### config.mk
export PLATFORM = sky130hd
export DESIGN_NAME = rc_pulse_throttle_brake_control
export DESIGN_NICKNAME = d
export VERILOG_FILES = /design/src/rtl/rcpt_pkg.sv /design/src/rtl/rc_pulse_throttle_brake_control.sv /design/src/rtl/rcpt_front.sv /design/src/rtl/rcpt_tickq.sv /design/src/rtl/rcpt_back.sv
export SDC_FILE = /design/constraint.sdc
export NUM_CORES = 2
export LEC_CHECK = 0
export BUFFER_PORTS_ARGS = -buffer_cell sky130_fd_sc_hd__buf_2
export CORE_MARGIN = 4
export CORE_UTILIZATION = 65
export CTS_CLUSTER_SIZE = 20
export DETAILED_ROUTE_END_ITERATION = 7
export PLACE_DENSITY = 0.86
export SYNTH_ARGS = -nofsm -noshare
export SYNTH_HDL_FRONTEND = slang
export SYNTH_SLANG_ARGS = --single-unit
export TNS_END_PERCENT = 5
### constraint.sdc
create_clock -name clk -period 11 [get_ports clk]
set_clock_uncertainty 0.05 [all_clocks]
set_input_delay 0 -clock clk [delete_from_list [all_inputs] [get_ports clk]]
set_output_delay 0 -clock clk [all_outputs]
set_load 0.005 [all_outputs]
### src/rtl/rcpt_pkg.sv
// ----------------------------------------------------------------------------
// rcpt_pkg
// Shared types and constants for the rc pulse throttle/brake controller.
// ----------------------------------------------------------------------------
`timescale 1ns / 1ps
`default_nettype none

package rcpt_pkg;

  localparam int CHANNELS = 4;

  // channel positions on the pin bus
  localparam int CH_MODE     = 0;
  localparam int CH_FORWARD  = 1;
  localparam int CH_STEER    = 2;
  localparam int CH_THROTTLE = 3;

  // configuration register indexes
  localparam logic [1:0] REG_DRIVE_ENABLE   = 2'd0;
  localparam logic [1:0] REG_FAST_MODE      = 2'd1;
  localparam logic [1:0] REG_SIGNAL_TIMEOUT = 2'd2;

  localparam logic [19:0] TIMEOUT_RESET = 20'd50000;

  // request kinds
  localparam logic REQ_SAMPLE = 1'b0;
  localparam logic REQ_TICK   = 1'b1;

  // drive state codes
  localparam logic [1:0] DS_THRUST   = 2'd0;
  localparam logic [1:0] DS_BRAKING  = 2'd1;
  localparam logic [1:0] DS_PAUSED   = 2'd2;
  localparam logic [1:0] DS_DISABLED = 2'd3;

  // tick queue depth
  localparam int TQ_DEPTH = 4;
  localparam int TQ_AW    = $clog2(TQ_DEPTH);

  typedef struct packed {
    logic        drive_enable;
    logic        fast_mode;
    logic [19:0] timeout;
  } cfg_t;

  typedef struct packed {
    logic load;
    logic enable;
  } brk_ld_t;

  // snapshot of the channel widths and the lost flag taken when a tick is accepted
  typedef struct packed {
    logic [15:0] thr_w;
    logic [15:0] mode_w;
    logic [15:0] steer_w;
    logic [15:0] fwd_w;
    logic        lost;
  } tick_t;

  typedef struct packed {
    logic [11:0] front_drive;
    logic [11:0] rear_drive;
    logic        brake_one;
    logic        brake_two;
    logic        reverse_line;
    logic [1:0]  drive_state;
    logic [7:0]  throttle_level;
    logic [1:0]  steering_state;
    logic [1:0]  speed_mode;
    logic        signal_lost;
  } res_t;

endpackage

`default_nettype wire

### src/rtl/rc_pulse_throttle_brake_control.sv
// ----------------------------------------------------------------------------
// rc_pulse_throttle_brake_control
// RC pulse decoder with throttle smoothing and thrust/brake/pause control.
// ----------------------------------------------------------------------------
//  channel   handshake          payload
//  in        in_push / in_full  in_req_type, in_time_us, in_pin_levels
//  out       out_pop / out_empty  drive, brake, state, steering, mode, lost
//  cfg       cfg_valid / cfg_ready  cfg_index, cfg_data
//
//  pin samples are taken one per cycle while in_full is low, giving no result
//  a tick is snapshotted into a 4-entry queue and then passes through the
//  back end steps (sum, reciprocal multiply, correction, decision); the back
//  end takes no new tick until the last one has left the decision step
//  in_full rises only when the tick queue is full; results wait in a 2-entry
//  output queue; a stalled consumer holds the back end, then the tick queue
//  synchronous active-low reset, no clearing pass
// ----------------------------------------------------------------------------
`timescale 1ns / 1ps
`default_nettype none

module rc_pulse_throttle_brake_control (
  input  logic        clk,
  input  logic        rst_n,
  input  logic        in_push,
  output logic        in_full,
  input  logic        in_req_type,
  input  logic [31:0] in_time_us,
  input  logic [3:0]  in_pin_levels,
  output logic        out_empty,
  input  logic        out_pop,
  output logic [11:0] out_front_drive,
  output logic [11:0] out_rear_drive,
  output logic        out_brake_one,
  output logic        out_brake_two,
  output logic        out_reverse_line,
  output logic [1:0]  out_drive_state,
  output logic [7:0]  out_throttle_level,
  output logic [1:0]  out_steering_state,
  output logic [1:0]  out_speed_mode,
  output logic        out_signal_lost,
  input  logic        cfg_valid,
  output logic        cfg_ready,
  input  logic [1:0]  cfg_index,
  input  logic [19:0] cfg_data
);
  import rcpt_pkg::*;

  cfg_t    cfg_r;
  brk_ld_t brk_ld;
  logic    acc;
  logic    cfg_wr;
  logic    tq_push, tq_full, tq_pop, tq_empty;
  tick_t   tq_wdata, tq_head;
  res_t    res;

  assign cfg_ready = 1'b1;
  assign cfg_wr    = cfg_valid && cfg_ready;
  assign acc       = in_push && !in_full;
  assign in_full   = tq_full;

  assign brk_ld.load   = cfg_wr && cfg_index == REG_DRIVE_ENABLE;
  assign brk_ld.enable = cfg_data[0];

  always_ff @(posedge clk) begin
    if (!rst_n) begin
      cfg_r.drive_enable <= 1'b0;
      cfg_r.fast_mode    <= 1'b0;
      cfg_r.timeout      <= TIMEOUT_RESET;
    end else if (cfg_wr) begin
      case (cfg_index)
        REG_DRIVE_ENABLE:   cfg_r.drive_enable <= cfg_data[0];
        REG_FAST_MODE:      cfg_r.fast_mode    <= cfg_data[0];
        REG_SIGNAL_TIMEOUT: cfg_r.timeout      <= cfg_data;
        default: ;
      endcase
    end
  end

  rcpt_front u_front (
    .clk        (clk),
    .rst_n      (rst_n),
    .acc        (acc),
    .req_type   (in_req_type),
    .time_us    (in_time_us),
    .pin_levels (in_pin_levels),
    .timeout    (cfg_r.timeout),
    .tq_push    (tq_push),
    .tq_data    (tq_wdata)
  );

  rcpt_tickq u_tickq (
    .clk   (clk),
    .rst_n (rst_n),
    .push  (tq_push),
    .wdata (tq_wdata),
    .full  (tq_full),
    .pop   (tq_pop),
    .rdata (tq_head),
    .empty (tq_empty)
  );

  rcpt_back u_back (
    .clk       (clk),
    .rst_n     (rst_n),
    .cfg       (cfg_r),
    .brk_ld    (brk_ld),
    .tq_head   (tq_head),
    .tq_empty  (tq_empty),
    .tq_pop    (tq_pop),
    .res       (res),
    .res_empty (out_empty),
    .res_pop   (out_pop)
  );

  assign out_front_drive    = res.front_drive;
  assign out_rear_drive     = res.rear_drive;
  assign out_brake_one      = res.brake_one;
  assign out_brake_two      = res.brake_two;
  assign out_reverse_line   = res.reverse_line;
  assign out_drive_state    = res.drive_state;
  assign out_throttle_level = res.throttle_level;
  assign out_steering_state = res.steering_state;
  assign out_speed_mode     = res.speed_mode;
  assign out_signal_lost    = res.signal_lost;

endmodule

`default_nettype wire

### src/rtl/rcpt_front.sv
// ----------------------------------------------------------------------------
// rcpt_front
// Pulse edge capture for the four channels; snapshots the state for ticks.
// ----------------------------------------------------------------------------
`timescale 1ns / 1ps
`default_nettype none

module rcpt_front (
  input  logic                 clk,
  input  logic                 rst_n,
  input  logic                 acc,
  input  logic                 req_type,
  input  logic [31:0]          time_us,
  input  logic [3:0]           pin_levels,
  input  logic [19:0]          timeout,
  output logic                 tq_push,
  output rcpt_pkg::tick_t      tq_data
);
  import rcpt_pkg::*;

  logic [CHANNELS-1:0] lvl_r, lvl_nxt;
  logic [31:0]         rise_r [CHANNELS];
  logic [31:0]         rise_nxt [CHANNELS];
  logic [15:0]         wid_r [CHANNELS];
  logic [15:0]         wid_nxt [CHANNELS];
  logic [31:0]         diff [CHANNELS];
  logic [CHANNELS-1:0] late;

  always_comb begin
    lvl_nxt = lvl_r;
    for (int c = 0; c < CHANNELS; c++) begin
      rise_nxt[c] = rise_r[c];
      wid_nxt[c]  = wid_r[c];
      diff[c]     = time_us - rise_r[c];
      late[c]     = diff[c] > {12'd0, timeout};
      if (acc && req_type == REQ_SAMPLE) begin
        if (pin_levels[c] && !lvl_r[c]) begin
          lvl_nxt[c]  = 1'b1;
          rise_nxt[c] = time_us;
        end else if (!pin_levels[c] && lvl_r[c]) begin
          lvl_nxt[c] = 1'b0;
          // saturate the width at 16 bits
          wid_nxt[c] = (|diff[c][31:16]) ? 16'hFFFF : diff[c][15:0];
        end
      end
    end
  end

  always_ff @(posedge clk) begin
    if (!rst_n) begin
      lvl_r <= '0;
      for (int c = 0; c < CHANNELS; c++) begin
        rise_r[c] <= '0;
        wid_r[c]  <= '0;
      end
    end else begin
      lvl_r <= lvl_nxt;
      for (int c = 0; c < CHANNELS; c++) begin
        rise_r[c] <= rise_nxt[c];
        wid_r[c]  <= wid_nxt[c];
      end
    end
  end

  assign tq_push         = acc && req_type == REQ_TICK;
  assign tq_data.thr_w   = wid_r[CH_THROTTLE];
  assign tq_data.mode_w  = wid_r[CH_MODE];
  assign tq_data.steer_w = wid_r[CH_STEER];
  assign tq_data.fwd_w   = wid_r[CH_FORWARD];
  assign tq_data.lost    = |late;

endmodule

`default_nettype wire

### src/rtl/rcpt_tickq.sv
// ----------------------------------------------------------------------------
// rcpt_tickq
// Small queue of tick snapshots between the capture front and the back end.
// ----------------------------------------------------------------------------
`timescale 1ns / 1ps
`default_nettype none

module rcpt_tickq (
  input  logic            clk,
  input  logic            rst_n,
  input  logic            push,
  input  rcpt_pkg::tick_t wdata,
  output logic            full,
  input  logic            pop,
  output rcpt_pkg::tick_t rdata,
  output logic            empty
);
  import rcpt_pkg::*;

  tick_t             mem_r [TQ_DEPTH];
  logic [TQ_AW-1:0]  wp_r, wp_nxt;
  logic [TQ_AW-1:0]  rp_r, rp_nxt;
  logic [TQ_AW:0]    cnt_r, cnt_nxt;
  logic              do_push, do_pop;

  assign full    = cnt_r == (TQ_AW+1)'(TQ_DEPTH);
  assign empty   = cnt_r == '0;
  assign do_push = push && !full;
  assign do_pop  = pop && !empty;
  assign rdata   = mem_r[rp_r];

  always_comb begin
    wp_nxt  = do_push ? wp_r + 1'b1 : wp_r;
    rp_nxt  = do_pop ? rp_r + 1'b1 : rp_r;
    cnt_nxt = cnt_r;
    if (do_push && !do_pop) begin
      cnt_nxt = cnt_r + 1'b1;
    end else if (do_pop && !do_push) begin
      cnt_nxt = cnt_r - 1'b1;
    end
  end

  always_ff @(posedge clk) begin
    if (!rst_n) begin
      wp_r  <= '0;
      rp_r  <= '0;
      cnt_r <= '0;
    end else begin
      wp_r  <= wp_nxt;
      rp_r  <= rp_nxt;
      cnt_r <= cnt_nxt;
    end
  end

  always_ff @(posedge clk) begin
    if (do_push) begin
      mem_r[wp_r] <= wdata;
    end
  end

endmodule

`default_nettype wire

### src/rtl/rcpt_back.sv
// ----------------------------------------------------------------------------
// rcpt_back
// Tick processing: throttle smoothing, thrust/brake/pause decision, outputs.
// ----------------------------------------------------------------------------
`timescale 1ns / 1ps
`default_nettype none

module rcpt_back (
  input  logic              clk,
  input  logic              rst_n,
  input  rcpt_pkg::cfg_t    cfg,
  input  rcpt_pkg::brk_ld_t brk_ld,
  input  rcpt_pkg::tick_t   tq_head,
  input  logic              tq_empty,
  output logic              tq_pop,
  output rcpt_pkg::res_t    res,
  output logic              res_empty,
  input  logic              res_pop
);
  import rcpt_pkg::*;

  localparam logic [1:0] ST_IDLE = 2'd0;
  localparam logic [1:0] ST_MUL  = 2'd1;
  localparam logic [1:0] ST_FIX  = 2'd2;
  localparam logic [1:0] ST_OUT  = 2'd3;

  logic [1:0]  st_r, st_nxt;
  logic [15:0] avg_r, avg_nxt;
  logic        fwd_r, fwd_nxt;
  logic        brk1_r, brk1_nxt;
  logic        brk2_r, brk2_nxt;

  // datapath registers
  logic [19:0] s_r;
  logic [18:0] my_r;
  logic [7:0]  lvl_r;
  logic        thr_gt_r;
  logic        d_big_r;
  logic [36:0] pa_r;
  logic [29:0] pd_r;
  logic [11:0] drv_r;

  // output queue
  res_t        oq_r [2];
  logic        oq_wp_r, oq_rp_r;
  logic [1:0]  oq_cnt_r;
  logic        oq_full, oq_push, oq_pop;
  res_t        res_new;

  // front of the math
  logic [15:0] d;
  logic [8:0]  d9;
  logic [19:0] s_c;
  logic [18:0] my_c;
  logic [12:0] lvl_c;

  assign d     = tq_head.thr_w - 16'd1520;
  assign d9    = d[8:0];
  assign s_c   = {1'b0, avg_r, 3'b000} + {4'd0, avg_r} + {4'd0, tq_head.thr_w};
  assign my_c  = 19'(d9) * 19'd619;
  assign lvl_c = 13'(d9) * 13'd17;

  // divide by 10 as (s/2)/5 with a reciprocal and one correction
  logic [18:0] s_half;
  logic [16:0] qa0;
  logic [18:0] ra;
  logic [16:0] qa;
  assign s_half = s_r[19:1];
  assign qa0    = pa_r[36:20];
  assign ra     = s_half - (19'(qa0) * 19'd5);
  assign qa     = (ra >= 19'd5) ? qa0 + 17'd1 : qa0;

  // drive scaling: (d*619/32)/3 with a reciprocal and one correction
  logic [13:0] y;
  logic [13:0] qd0;
  logic [13:0] rd;
  logic [13:0] qd;
  assign y   = my_r[18:5];
  assign qd0 = pd_r[29:16];
  assign rd  = y - (qd0 * 14'd3);
  assign qd  = (rd >= 14'd3) ? qd0 + 14'd1 : qd0;

  assign oq_full = oq_cnt_r == 2'd2;
  assign oq_push = st_r == ST_OUT && !oq_full;
  assign oq_pop  = res_pop && !res_empty;
  assign tq_pop  = oq_push;

  always_comb begin
    st_nxt   = st_r;
    avg_nxt  = avg_r;
    fwd_nxt  = fwd_r;
    brk1_nxt = brk1_r;
    brk2_nxt = brk2_r;
    res_new  = '0;
    res_new.reverse_line = fwd_r;

    unique case (st_r)
      ST_IDLE: begin
        if (!tq_empty) begin
          st_nxt = ST_MUL;
        end
      end
      ST_MUL: begin
        st_nxt = ST_FIX;
      end
      ST_FIX: begin
        st_nxt = ST_OUT;
        if (cfg.drive_enable) begin
          avg_nxt = qa[15:0];
        end
      end
      ST_OUT: begin
        if (!oq_full) begin
          st_nxt = ST_IDLE;
        end
        if (!cfg.drive_enable) begin
          res_new.drive_state = DS_DISABLED;
          res_new.brake_one   = 1'b1;
          res_new.brake_two   = 1'b1;
        end else begin
          if (!cfg.fast_mode) begin
            res_new.speed_mode = 2'd2;
          end else if (tq_head.mode_w > 16'd1750) begin
            res_new.speed_mode = 2'd2;
          end else if (tq_head.mode_w > 16'd1250) begin
            res_new.speed_mode = 2'd1;
          end else begin
            res_new.speed_mode = 2'd0;
          end
          if (tq_head.steer_w > 16'd1540) begin
            res_new.steering_state = 2'd1;
          end else if (tq_head.steer_w < 16'd1460) begin
            res_new.steering_state = 2'd2;
          end
          res_new.signal_lost = tq_head.lost;

          priority if (avg_r > 16'd1520) begin
            res_new.drive_state = DS_THRUST;
            if (!thr_gt_r) begin
              res_new.front_drive = 12'd1000;
            end else if (d_big_r) begin
              res_new.front_drive    = 12'd4095;
              res_new.throttle_level = 8'd255;
            end else begin
              res_new.front_drive    = drv_r;
              res_new.throttle_level = lvl_r;
            end
            res_new.rear_drive = fwd_r ? res_new.front_drive : 12'd0;
          end else if (avg_r < 16'd1400) begin
            res_new.drive_state = DS_BRAKING;
            if (!oq_full) begin
              brk1_nxt = 1'b1;
              brk2_nxt = avg_r < 16'd1050;
            end
          end else begin
            res_new.drive_state = DS_PAUSED;
            if (!oq_full) begin
              brk1_nxt = 1'b0;
              brk2_nxt = 1'b0;
              fwd_nxt  = tq_head.fwd_w < 16'd1250;
            end
          end
          res_new.brake_one    = brk1_nxt;
          res_new.brake_two    = brk2_nxt;
          res_new.reverse_line = fwd_nxt;
        end
      end
      default: st_nxt = ST_IDLE;
    endcase

    if (brk_ld.load) begin
      brk1_nxt = !brk_ld.enable;
      brk2_nxt = !brk_ld.enable;
    end
  end

  always_ff @(posedge clk) begin
    if (!rst_n) begin
      st_r     <= ST_IDLE;
      avg_r    <= 16'd1500;
      fwd_r    <= 1'b1;
      brk1_r   <= 1'b1;
      brk2_r   <= 1'b1;
      oq_wp_r  <= 1'b0;
      oq_rp_r  <= 1'b0;
      oq_cnt_r <= 2'd0;
    end else begin
      st_r    <= st_nxt;
      avg_r   <= avg_nxt;
      fwd_r   <= fwd_nxt;
      brk1_r  <= brk1_nxt;
      brk2_r  <= brk2_nxt;
      oq_wp_r <= oq_push ? !oq_wp_r : oq_wp_r;
      oq_rp_r <= oq_pop ? !oq_rp_r : oq_rp_r;
      if (oq_push && !oq_pop) begin
        oq_cnt_r <= oq_cnt_r + 2'd1;
      end else if (oq_pop && !oq_push) begin
        oq_cnt_r <= oq_cnt_r - 2'd1;
      end
    end
  end

  always_ff @(posedge clk) begin
    if (st_r == ST_IDLE) begin
      s_r      <= s_c;
      my_r     <= my_c;
      lvl_r    <= lvl_c[12:5];
      thr_gt_r <= tq_head.thr_w > 16'd1520;
      d_big_r  <= tq_head.thr_w >= 16'd2000;
    end
    if (st_r == ST_MUL) begin
      pa_r <= 37'(s_half) * 37'd209715;
      pd_r <= 30'(y) * 30'd21845;
    end
    if (st_r == ST_FIX) begin
      drv_r <= 12'd1000 + qd[11:0];
    end
    if (oq_push) begin
      oq_r[oq_wp_r] <= res_new;
    end
  end

  assign res       = oq_r[oq_rp_r];
  assign res_empty = oq_cnt_r == 2'd0;

endmodule

`default_nettype wire
==> metrics.txt <==
critical-path cell list buf_4 -> mux4_2 -> ha_1 -> xor2_1 -> ha_1 -> inv_1 -> fa_1 -> fa_1 -> fa_1 -> inv_1 -> ha_1 -> a21boi_0 -> o21ai_0 -> a21boi_0 -> o21ai_0 -> a21boi_0 -> o21ai_0 -> nand2b_1 -> a21o_1 -> a21oi_1 -> o21ai_0; wire length of the first global-routing pass 194000 um; syn nets 5493; type of element capturing the critical path flop; post-route fraction of the period consumed by the critical path 0.635; Max clock buf depth 3; clock slew at reported path FFs 0.06 ns; crit path buf inv count 3; final critical delay including setup and external delays 6.98 ns; layout cell share with drive strength beyond 1 0.0856; count of boundary I/O pins 109; TritonCTS clock tree built; Async S/R FF share, synth 0; signal arrival time at the worst endpoint 7.30 ns; Remaining Overflow, GRT 0; Crit Path Class flop to flop; Reg2Reg Depth 21; starting density of the core 0.660; DRC viols 0; final std cell area, no fill 51900 um^2; Slew Viols, Final 0; Core Box Area 71900 um^2; Via Count 35600; Largest delay share family, worst path adder cells; number of max-capacitance violations reported 0; Port Buffer Count 107; vias in the first global route 36200; number of vias per cell 6.17; NumNets Final 5634; antenna violations before repair 2; HPWL reported at the end of detailed placement 88500 um; gp weighted congestion 0.974; data required time of the critical path 11.31 ns; drt total wl 122000 um; number of synthesized register bits 677; Clk Latency, worst-skew pair 0.62 ns; # rows 98; max_slew headroom 0.160; commonest non-fill, non-tap cell in the layout sky130_fd_sc_hd__inv_1; average cell area after synthesis 10.3 um^2; clock sinks 677; result of the run complete, no violations; instance area after placement 48800 um^2; DR WL/cell 21.2 um; worst setup path endpoint u_back.my_r[18]; area overhead of the layout relative to synthesis 9.43%; Warnings, synthesis 0; Die W 278 um; Iter 0 DRT Violations 3398; final-layout fill cell count 4884; core utilization of the finished layout 0.722; worst slew pin tran 1.26 ns; number of resized instances in the post-cts repair step 0; setup repair after global routing missed its margin false; critical path depth in cells 21; netlist area before placement 47400 um^2; leading register cell type out of synthesis sky130_fd_sc_hd__edfxtp_1; cell repeated most along the worst path sky130_fd_sc_hd__o21ai_0; post-route setup TNS 0 ns; detailed-router iteration count before antenna repair 7; maximum number of pins on one net before global-route repair 105; class of the worst hold path input pin to flop; synthesized instance count 4612; number of enable-type register cells in the synthesized netlist 425; final-report setup violation count 0; Global Route Usage Sum 0.312; count of nets left with antenna violations after detail routing 0; Slowest Stage Delay on Critical Path 0.70 ns; Slowest cell on crit path sky130_fd_sc_hd__mux4_2; Max Freq 143 MHz; total clock buffers created by CTS 72; clk root buf sky130_fd_sc_hd__clkbuf_16; H-Tree Level Count 3; library cells used by synthesis 98; sequential share of the synthesized area 0.376; Die ar. 77300 um^2; Vert. Die Dim 278 um; highest-count cells in the layout ignoring fill and taps sky130_fd_sc_hd__inv_1 (602), sky130_fd_sc_hd__ha_1 (592), sky130_fd_sc_hd__nand2_1 (443); setup slack, reg-to-reg 4.02 ns; sort of element at the start of the critical path flop; final hold slack 0.0947 ns; Crit Reg-Reg Endpoint u_back.my_r[18]; final-report hold violation count 0; Max FO, Critical Path 56
-- layout make-up --
cell class,instances,area (um^2),share of cell area
Clock inverter,39,365,0.00704
Tap cell,950,1190,0.0229
Clock buffer,94,2060,0.0397
Sequential cell,677,17800,0.343
Multi-Input combinational cell,3210,26900,0.518
Timing Repair Buffer,189,1310,0.0253
Inverter,603,2270,0.0437
Antenna cell,1,2.50,0.0000482
-- worst register-to-register path, delay by kind of cell, from the launching register on --
family | cells | cell delay (ns)
adder cells (fa/ha/maj) | 6 | 2.45
AO/OA/AOI/OAI | 9 | 1.66
buffers and inverters | 3 | 0.81
multiplexers | 1 | 0.73
XOR/XNOR | 1 | 0.57
flip-flops | 1 | 0.31
AND/OR/NAND/NOR | 1 | 0.14
-- worst min-delay path by stage --
stage	from	end	cells after the start
6_report	cfg_valid	cfg_r[0]	5
5_1_grt	cfg_valid	cfg_r[7]	5
4_1_cts	cfg_valid	cfg_r[17]	5
3_5_place_dp	cfg_data[9]	cfg_r[9]	3
3_3_place_gp	cfg_data[4]	cfg_r[4]	3
2_1_floorplan	cfg_data[10]	cfg_r[10]	2
-- routing by layer --
metal  up-vias  part of all wire  wire length, um  global-route usage
met4         0             0.056             6880               0.152
li1      16500                 -                -                   -
met3       425             0.064             7850              0.0450
met1     17100              0.40            48200               0.396
met2      1589              0.48            59100               0.531
met5         -                 0                0                   0
-- sequential cells by signal (all words and copies together), names as in the netlist, 13 cells and up, named ones only --
signal and cells:
u_front.rise_r 128, u_back.my_r 14, u_back.oq_r 84, u_tickq.mem_r 256, cfg_r 22, u_back.avg_r 16, u_back.pa_r 17, u_back.s_r 19
u_front.wid_r 63, u_back.pd_r 13
-- cell usage after synthesis (all sizes together), types with 29 or more instances --
cell      n  area share
inv     602       0.048
ha      593        0.16
nand2   443       0.035
edfxtp  425        0.27
a21oi   361       0.038
dfxtp   252        0.11
nor2    233       0.018
fa      224       0.095
o21ai   148       0.016
xnor2   127       0.023
a21o    109       0.017
clkbuf  106      0.0084
nand3    77      0.0081
xor2     68       0.013
nor3     60      0.0063
o21a     50      0.0079
mux2     49       0.012
and2     47      0.0062
nand2b   45      0.0059
o221a    45       0.011
nor2b    36      0.0048
mux4     35       0.017
nand4    34      0.0045
o21bai   33      0.0052
nor4     29      0.0038
-- cells by family after synthesis --
group / after synthesis / synth area share
simple gates: 1113 / 0.110
compound gates: 975 / 0.136
other cells: 1 / 0.0000791
fa+ha+maj: 817 / 0.251
flops: 677 / 0.376
xor+xnor: 196 / 0.0365
buf+inv: 725 / 0.0579
mux: 108 / 0.0334
-- timing repair --
item | in CTS | in global routing
buffers inserted | 0 | 0
hold buffers | 64 | 0
endpoints found under the hold margin | 165 | 0
-- per-stage QoR --
stage | worst slack [ns] | std cells
floorplan | 4.25 | 4612
global placement | 4.28 | 5565
detailed placement | 4.04 | 5565
CTS | 3.99 | 5762
global route | 3.44 | 5763
finish | 4.02 | 5763
Power is not shown: default switching activity piles up to over one toggle a cycle in this logic, so the estimate is an artifact.
